**src/rtl/jdb_pkg.sv**
```systemverilog
// Package for the twenty-step divstep jump block.
// Holds the beat types, default parameter values and packing constants.
// No dependencies.
`timescale 1ns / 1ps

package jdb_pkg;

  localparam int STEPS_PER_JUMP = 20;
  localparam int DELTA_BITS = 16;
  localparam int DELTA_FIELD_W = 16;

  localparam int WORD_W = 64;
  localparam int COEF_W = 22;
  localparam int PROD_W = 86;
  localparam int SCALE_SHIFT = 20;

  localparam logic [WORD_W-1:0] HALF_ROUND = 64'h0000_0000_0010_0000;

  typedef struct packed {
    logic signed [15:0] delta_in;
    logic signed [63:0] f_in;
    logic signed [63:0] g_in;
    logic signed [63:0] uu_in;
    logic signed [63:0] vv_in;
    logic signed [63:0] rr_in;
    logic signed [63:0] ss_in;
  } jdb_in_t;

  typedef struct packed {
    logic signed [15:0] delta_out;
    logic signed [63:0] f_out;
    logic signed [63:0] g_out;
    logic signed [63:0] uu_out;
    logic signed [63:0] vv_out;
    logic signed [63:0] rr_out;
    logic signed [63:0] ss_out;
  } jdb_out_t;

endpackage

```
**src/rtl/jdb_step_cell.sv**
```systemverilog
// One divstep cell of the jump chain: a single step on the packed words.
// The beat payload rides along unchanged. Depends on jdb_pkg.
`timescale 1ns / 1ps

module jdb_step_cell #(
  parameter int DELTA_BITS = jdb_pkg::DELTA_BITS
) (
  input  logic                         clk,
  input  logic                         rst,
  input  logic                         up_valid,
  input  logic [jdb_pkg::WORD_W-1:0]   up_fw,
  input  logic [jdb_pkg::WORD_W-1:0]   up_gw,
  input  logic signed [DELTA_BITS-1:0] up_delta,
  input  jdb_pkg::jdb_in_t             up_data,
  output logic                         valid,
  output logic [jdb_pkg::WORD_W-1:0]   fw,
  output logic [jdb_pkg::WORD_W-1:0]   gw,
  output logic signed [DELTA_BITS-1:0] delta,
  output jdb_pkg::jdb_in_t             data
);

  localparam logic signed [DELTA_BITS-1:0] DELTA_MAX =
    DELTA_BITS'({1'b0, {(DELTA_BITS-1){1'b1}}});
  localparam logic signed [DELTA_BITS-1:0] DELTA_TWO = DELTA_BITS'(2);
  localparam logic signed [DELTA_BITS-1:0] DELTA_LIM = DELTA_MAX - DELTA_TWO;
  localparam logic signed [DELTA_BITS-1:0] DELTA_ZERO = '0;

  logic                         g0;
  logic                         swap;
  logic [jdb_pkg::WORD_W-1:0]   gsum;
  logic [jdb_pkg::WORD_W-1:0]   fw_next;
  logic [jdb_pkg::WORD_W-1:0]   gw_next;
  logic signed [DELTA_BITS-1:0] dsw;
  logic signed [DELTA_BITS-1:0] delta_next;

  // When the step swaps, g0 is set, the new f is the old g and the new g is g - f shifted right by one.
  always_comb begin
    g0 = up_gw[0];
    swap = g0 && (up_delta > DELTA_ZERO);
    if (!g0) begin
      gsum = up_gw;
    end else if (swap) begin
      gsum = up_gw - up_fw;
    end else begin
      gsum = up_gw + up_fw;
    end
    fw_next = swap ? up_gw : up_fw;
    gw_next = {gsum[jdb_pkg::WORD_W-1], gsum[jdb_pkg::WORD_W-1:1]};
    dsw = swap ? -up_delta : up_delta;
    delta_next = (dsw > DELTA_LIM) ? DELTA_MAX : dsw + DELTA_TWO;
  end

  always_ff @(posedge clk) begin
    if (rst) begin
      valid <= 1'b0;
    end else begin
      valid <= up_valid;
    end
  end

  always_ff @(posedge clk) begin
    fw <= fw_next;
    gw <= gw_next;
    delta <= delta_next;
    data <= up_data;
  end

endmodule

```
**config.mk**
```make
export PLATFORM = sky130hd
export DESIGN_NAME = jdb_step_cell
export DESIGN_NICKNAME = d
export VERILOG_FILES = /design/src/rtl/jdb_pkg.sv /design/src/rtl/jdb_step_cell.sv
export SDC_FILE = /design/constraint.sdc
export NUM_CORES = 1
export LEC_CHECK = 0
export ABC_AREA = 1
export BUFFER_PORTS_ARGS = -buffer_cell sky130_fd_sc_hd__buf_2
export CAP_MARGIN = 20
export CORE_AREA = 2 2 429 431
export DETAILED_ROUTE_END_ITERATION = 7
export DIE_AREA = 0 0 431 433
export GPL_TIMING_DRIVEN = 0
export PLACE_DENSITY = 0.4
export SLEW_MARGIN = 10
export SYNTH_ARGS = -nofsm -noshare
export SYNTH_HDL_FRONTEND = slang
export SYNTH_SLANG_ARGS = --single-unit
```
**constraint.sdc**
```tcl
create_clock -name clk -period 3.53 [get_ports clk]
set_input_delay 0.5295 -clock clk [delete_from_list [all_inputs] [get_ports clk]]
set_output_delay 0.5295 -clock clk [all_outputs]
set_load 0.02 [all_outputs]
```
## Word-level counts from Yosys, hierarchy flattened

Index checks and enable logic that the tools add are counted.

- Register bits after elaboration: 544
- Bits in latches: 0
- RAM bits: 0
- ROM bits: 0
- Input bits: 547
- Logic and storage cells: 22
- Memories: 0

- $add $sub $neg: 4
- Multipliers: 0
- Div/mod/pow operators: 0
- $lt $le $gt $ge: 2
- Equality and inequality tests: 0
- Shifts and indexed selects: 0
- Multiplexer cells: 4
- Bitwise gates (word level): 0
- Reductions and logical operators: 1

Operators by type and width:

| kind | number |
|---|---|
| $mux W64 | 3 |
| $add A64 B64 Y64 | 1 |
| $sub A64 B64 Y64 | 1 |
| $add A16 B3 Y16 const B | 1 |
| $gt A16 B1 Y1 const B | 1 |
| $gt A16 B16 Y1 const B | 1 |
| $mux W16 | 1 |
| $neg A16 Y16 | 1 |
| $logic_and A1 B1 Y1 | 1 |

## Longest topological paths before layout

- Depth after elaboration: 4
- Mapped depth: 26
- Mapped depth without buffers: 26

## Worst setup path after synthesis

OpenSTA, ideal clock, no wires.

- Kind: in2reg
- Start point: input up_delta[0]
- End point: register gw[61] in the netlist's numbering
- Arrival: 3.652 ns
- Data required time: 3.416 ns
- Slack: -0.236 ns
- Cell stages on the path: 22
- Cell sequence: clkinv_1 ha_1 nand2_2 nor2_4 nand2_4 nand3_4 buf_2 buf_1 o21ai_0 fa_1 inv_1 nand2_1 o21ai_0 a21oi_1 o21ai_0 nand2_1 nand2_1 nand2_1 nand2_1 nand2_1 nand3_1 nand2_1

- Longest elaborated chain between the ends: 4

Ends and longest elaborated chain:

| item | RTL line | source |
|---|---|---|
| start: declaration | jdb_step_cell.sv:13 | `input logic signed [DELTA_BITS-1:0] up_delta,` |
| $gt A16 B1 Y1 | jdb_step_cell.sv:39 | `swap = g0 && (up_delta > DELTA_ZERO);` |
| $logic_and A1 B1 Y1 | jdb_step_cell.sv:39 |  |
| $mux W64 | jdb_step_cell.sv:42 | `end else if (swap) begin` |
| $mux W64 | jdb_step_cell.sv:40 | `if (!g0) begin` |
| named net gsum, one bit | jdb_step_cell.sv:30 | `logic [jdb_pkg::WORD_W-1:0] gsum;` |
| end signal: assignment | jdb_step_cell.sv:63 | `gw <= gw_next;` |
| end: declaration | jdb_step_cell.sv:17 | `output logic [jdb_pkg::WORD_W-1:0] gw,` |

The timed path passes the listed nets, and every way through them passes these cells.
A chain may end at the register's enable or synchronous reset.

## Final worst setup path

- Start point: input up_fw[45] in the netlist's numbering
- End point: register gw[49] in the netlist's numbering

- Longest elaborated chain between the ends: 3

Ends and longest elaborated chain:

| item | RTL line | source |
|---|---|---|
| start: declaration | jdb_step_cell.sv:11 | `input logic [jdb_pkg::WORD_W-1:0] up_fw,` |
| $add A64 B64 Y64 / $sub A64 B64 Y64 (equally long branches) | jdb_step_cell.sv:45, jdb_step_cell.sv:43 |  |
| $mux W64 (*) | jdb_step_cell.sv:42 |  |
| $mux W64 (*) | jdb_step_cell.sv:40 |  |
| named net gsum, one bit | jdb_step_cell.sv:30 |  |

The timed path passes the listed nets; every way through them passes the cells marked *.

==> flow_results.xml <==
<?xml version="1.0" encoding="UTF-8"?>
<metrics>
  <group name="placement">
    <metric name="post-place-ws" unit="ps">-2602</metric>
    <metric name="global_placement_routability_congestion" unit="">0.9605</metric>
    <metric name="dp_hpwl" unit="mm">173.1</metric>
    <metric name="buffer_ports.inserted" unit="">1091</metric>
    <metric name="placed_cells" unit="">5978</metric>
  </group>
  <group name="drt">
    <metric name="detail_route.first_pass.iterations" unit="">5</metric>
    <metric name="drt-wirelength-per-cell" unit="um">29.72</metric>
    <metric name="wirelength" unit="mm">194.7</metric>
    <metric name="dr_total_vias" unit="">24180</metric>
    <metric name="drc" unit="">0</metric>
    <metric name="antenna_violating_nets_post_route" unit="">0</metric>
    <metric name="detail_route.iter0.violations" unit="">1097</metric>
    <metric name="vias_per_cell" unit="">3.690</metric>
  </group>
  <group name="clock_network">
    <metric name="cts_tree" unit="">done</metric>
    <metric name="clock-sinks" unit="">544</metric>
    <metric name="cts-root-buf" unit="">clkbuf_16</metric>
    <metric name="cts.htree.levels" unit="">3</metric>
    <metric name="clockBufferDepth" unit="">3</metric>
    <metric name="path_clk_slew" unit="ps">60</metric>
    <metric name="cts_buffers" unit="">71</metric>
  </group>
  <group name="floorplanning">
    <metric name="die-area" unit="mm2">0.1866</metric>
    <metric name="starting_density" unit="%">11.10</metric>
    <metric name="rows" unit="">157</metric>
    <metric name="floorplan.die.width" unit="um">431</metric>
    <metric name="dieHeight" unit="um">433</metric>
    <metric name="placeableCoreArea" unit="mm2">0.1821</metric>
    <metric name="io_pins" unit="">1092</metric>
  </group>
  <group name="grt">
    <metric name="track_usage" unit="%">20.04</metric>
    <metric name="number_of_global_route_vias_before_repair" unit="">24800</metric>
    <metric name="globalRouteMet2Util" unit="%">39.88</metric>
    <metric name="antenna_violations_before_repair" unit="">116</metric>
    <metric name="grt_overflow" unit="">0</metric>
    <metric name="grt_most_used_layer" unit="">met2</metric>
    <metric name="met3_track_utilization_from_global_routing" unit="%">4.805</metric>
    <metric name="largest_net_degree_at_the_start_of_global_routing" unit="">13</metric>
    <metric name="grt_pass1_wl" unit="mm">242.1</metric>
    <metric name="gr-usage-met1" unit="%">17.23</metric>
  </group>
  <group name="yosys">
    <metric name="syn-cell-area" unit="mm2">0.02021</metric>
    <metric name="synth.largest_area_cell" unit="">dfxtp_1</metric>
    <metric name="postSynthCellCount" unit="">2499</metric>
    <metric name="synth_sequential_area_ratio" unit="%">53.90</metric>
    <metric name="post_synthesis_share_of_cell_area_spent_on_full_adders_half_adders_and_majority_gates" unit="%">4.186</metric>
    <metric name="synth_compound_gate_area_share" unit="%">7.839</metric>
    <metric name="synth.mux.area_fraction" unit="%">0</metric>
    <metric name="yosys.area_share.simple" unit="%">23.90</metric>
    <metric name="netlist-cell-type-count" unit="">36</metric>
    <metric name="post_synth_main_area_contributors" unit="">dfxtp_1, nand2_1, nor2_1</metric>
    <metric name="syn_avg_cell_area" unit="um2">8.085</metric>
    <metric name="yosysWarnings" unit="">0</metric>
    <metric name="syn-num-nets" unit="">3113</metric>
    <metric name="synth_xor_area_share" unit="%">4.031</metric>
    <metric name="main_combinational_cell_family_by_area_after_synthesis" unit="">simple AND/OR/NAND/NOR gates</metric>
    <metric name="synth_largest_type_area_fraction" unit="%">53.90</metric>
    <metric name="synth_seq_cells" unit="">544</metric>
  </group>
  <group name="worst_setup_path">
    <metric name="critical_path_maximum_fanout" unit="">4</metric>
    <metric name="critPathMaxStageDelay" unit="ps">400</metric>
    <metric name="timing.critical_path.slowest_stage_cell" unit="">ha_1</metric>
    <metric name="crit_path_start_kind" unit="">input pin</metric>
    <metric name="crit_path_cell_trace" unit="">buf_2 -&gt; inv_2 -&gt; nand2_1 -&gt; nor2_4 -&gt; nand4_1 -&gt; nor2_4 -&gt; nand4_1 -&gt; xor2_1 -&gt; nand2_1 -&gt; o21ai_1 -&gt; ha_1 -&gt; a21oi_1 -&gt; o21ai_0 -&gt; a21oi_2 -&gt; nand2_1 -&gt; nor2_1 -&gt; nand2_1 -&gt; nand2_1 -&gt; nand3_2 -&gt; nand2_2</metric>
    <metric name="critPathRequiredTime" unit="ps">4150</metric>
    <metric name="critPathMostFrequentCell" unit="">nand2_1</metric>
    <metric name="endpoint_type_of_the_worst_setup_path" unit="">register</metric>
    <metric name="critical_path.top_delay_family" unit="">simple AND/OR/NAND/NOR gates</metric>
    <metric name="critPathKind" unit="">input pin to register</metric>
    <metric name="critical_path_arrival" unit="ps">4110</metric>
    <metric name="crit_buf_inv" unit="">2</metric>
  </group>
  <group name="flow_run">
    <metric name="max-cap-violations" unit="">0</metric>
  </group>
  <group name="timing">
    <metric name="finalMaxSlewViolations" unit="">0</metric>
    <metric name="max_clock_freq" unit="MHz">287.0</metric>
    <metric name="post-route-worst-setup-slack" unit="ps">45.42</metric>
    <metric name="tightest_slew" unit="ps">1161</metric>
    <metric name="share_of_the_clock_period_used_by_the_worst_path_after_layout" unit="%">98.71</metric>
    <metric name="rsz0062_at_grt" unit="">true</metric>
    <metric name="timing.max_slew.rel_slack" unit="%">22.58</metric>
    <metric name="final.min_clock_period" unit="ps">3485</metric>
    <metric name="setup_viol" unit="">0</metric>
    <metric name="timing.final.hold_violations" unit="">0</metric>
  </group>
  <group name="layout">
    <metric name="layout_common_cells" unit="">buf_2, nand2_1, dfxtp_1</metric>
    <metric name="instances_no_fill" unit="">6552</metric>
    <metric name="syn2layout_area_growth" unit="%">82.44</metric>
    <metric name="final_core_utilization" unit="%">20.24</metric>
    <metric name="final_net_count" unit="">4691</metric>
    <metric name="mostFrequentLayoutCell" unit="">buf_2</metric>
    <metric name="filler_cell_count" unit="">20570</metric>
    <metric name="layout_cell_share_with_drive_strength_beyond_1" unit="%">38.79</metric>
  </group>
  <group name="power">
    <metric name="power_leakage" unit="uW">0.01693</metric>
    <metric name="finalPower" unit="uW">18870</metric>
    <metric name="max-vdd-ir-drop" unit="mV">0.3262</metric>
    <metric name="power_per_cell_area" unit="mW/mm2">511.8</metric>
  </group>
  <group name="worst_hold_path">
    <metric name="worst_hold_path_type" unit="">input pin to register</metric>
  </group>
  <group name="outcome">
    <metric name="run_status" unit="">finished clean</metric>
  </group>
</metrics>
-- logic make-up (layout without fill, tap and decap cells) --
family / Yosys count / after routing
adder cells (fa/ha/maj): 67 / 67
flip-flops: 544 / 544
AO/OA/AOI/OAI: 304 / 304
XOR/XNOR: 93 / 93
other: 0 / 35
AND/OR/NAND/NOR: 1168 / 1168
buffers and inverters: 323 / 1956
-- worst paths after layout --
check | slack [ps] | start | depth (start not counted) | endpoint
worst max-delay path | 50 | up_fw[45] | 20 | gw[49]$_DFF_P_
worst min-delay path | 50 | up_data[272] | 1 | data[272]$_DFF_P_
-- metrics by stage --
stage          hold WS [ps]  TNS [ps]  instance area [um2]
2_1_floorplan         557.2         0                20220
3_5_place_dp          633.1   -132020                28710
3_3_place_gp          631.7   -140090                28660
4_1_cts              0.8252    -46.20                35710
5_1_grt               19.46    -180.6                36840
6_report              52.45         0                36860
-- power breakdown --
group	switching [uW]	leakage (uW)	internal [uW]
clock network	3150	0.00113	4210
registers	163	0.00459	6590
logic	3170	0.0112	1590
-- layer usage --
metal | part of all wire [%] | routed length [um] | vias up
li1 | - | - | 11140
met1 | 30 | 58120 | 11520
met2 | 55 | 108000 | 1040
met3 | 6.4 | 12440 | 466
met4 | 8.2 | 16030 | 14
met5 | 0.047 | 91 | -
-- synth_stat cells --
master,number
nand2_1,645
dfxtp_1,544
nor2_1,280
inv_1,279
o21ai_0,177
nand3_1,136
a21oi_1,98
xor2_1,68
ha_1,66
nor3_1,35
nand4_1,30
clkbuf_1,27
xnor2_1,25
nand3b_1,13
o21a_1,9
o21bai_1,9
nor4_1,8
buf_1,7
nor2_2,6
nand2_2,4
o31ai_1,4
buf_2,3
buf_6,3
nor3b_1,3
o21ai_1,3
or2_2,3
a21o_1,2
a31oi_1,2
inv_2,2
nor2_4,2
buf_4,1
clkinv_1,1
fa_1,1
nand2_4,1
nand3_2,1
nand3_4,1
-- flip-flops by register name, indices dropped and copies added, names as in the netlist --
signal,flops
fw,64
gw,63
valid,1
delta,16
data,400
-- layout make-up --
type	count	area [um2]	area share, %
multi-input combinational	1632	9687	26.28
tap	2385	2984	8.095
clock buffer	97	1984	5.383
inverter	282	1081	2.933
antenna	35	87.58	0.2376
buffer	41	315.3	0.8553
clock inverter	31	322.8	0.8757
sequential	544	10890	29.54
timing repair buffer	1505	9510	25.80
-- repair_timing --
action	in CTS	in global routing
setup buffers	19	26
resized for setup	239	241
pin swaps	30	67
hold buffers	365	0
cloned	0	0
hold endpoints to repair	365	0
endpoints found under the setup margin	62	48
Power figures use the tool's default switching activity.
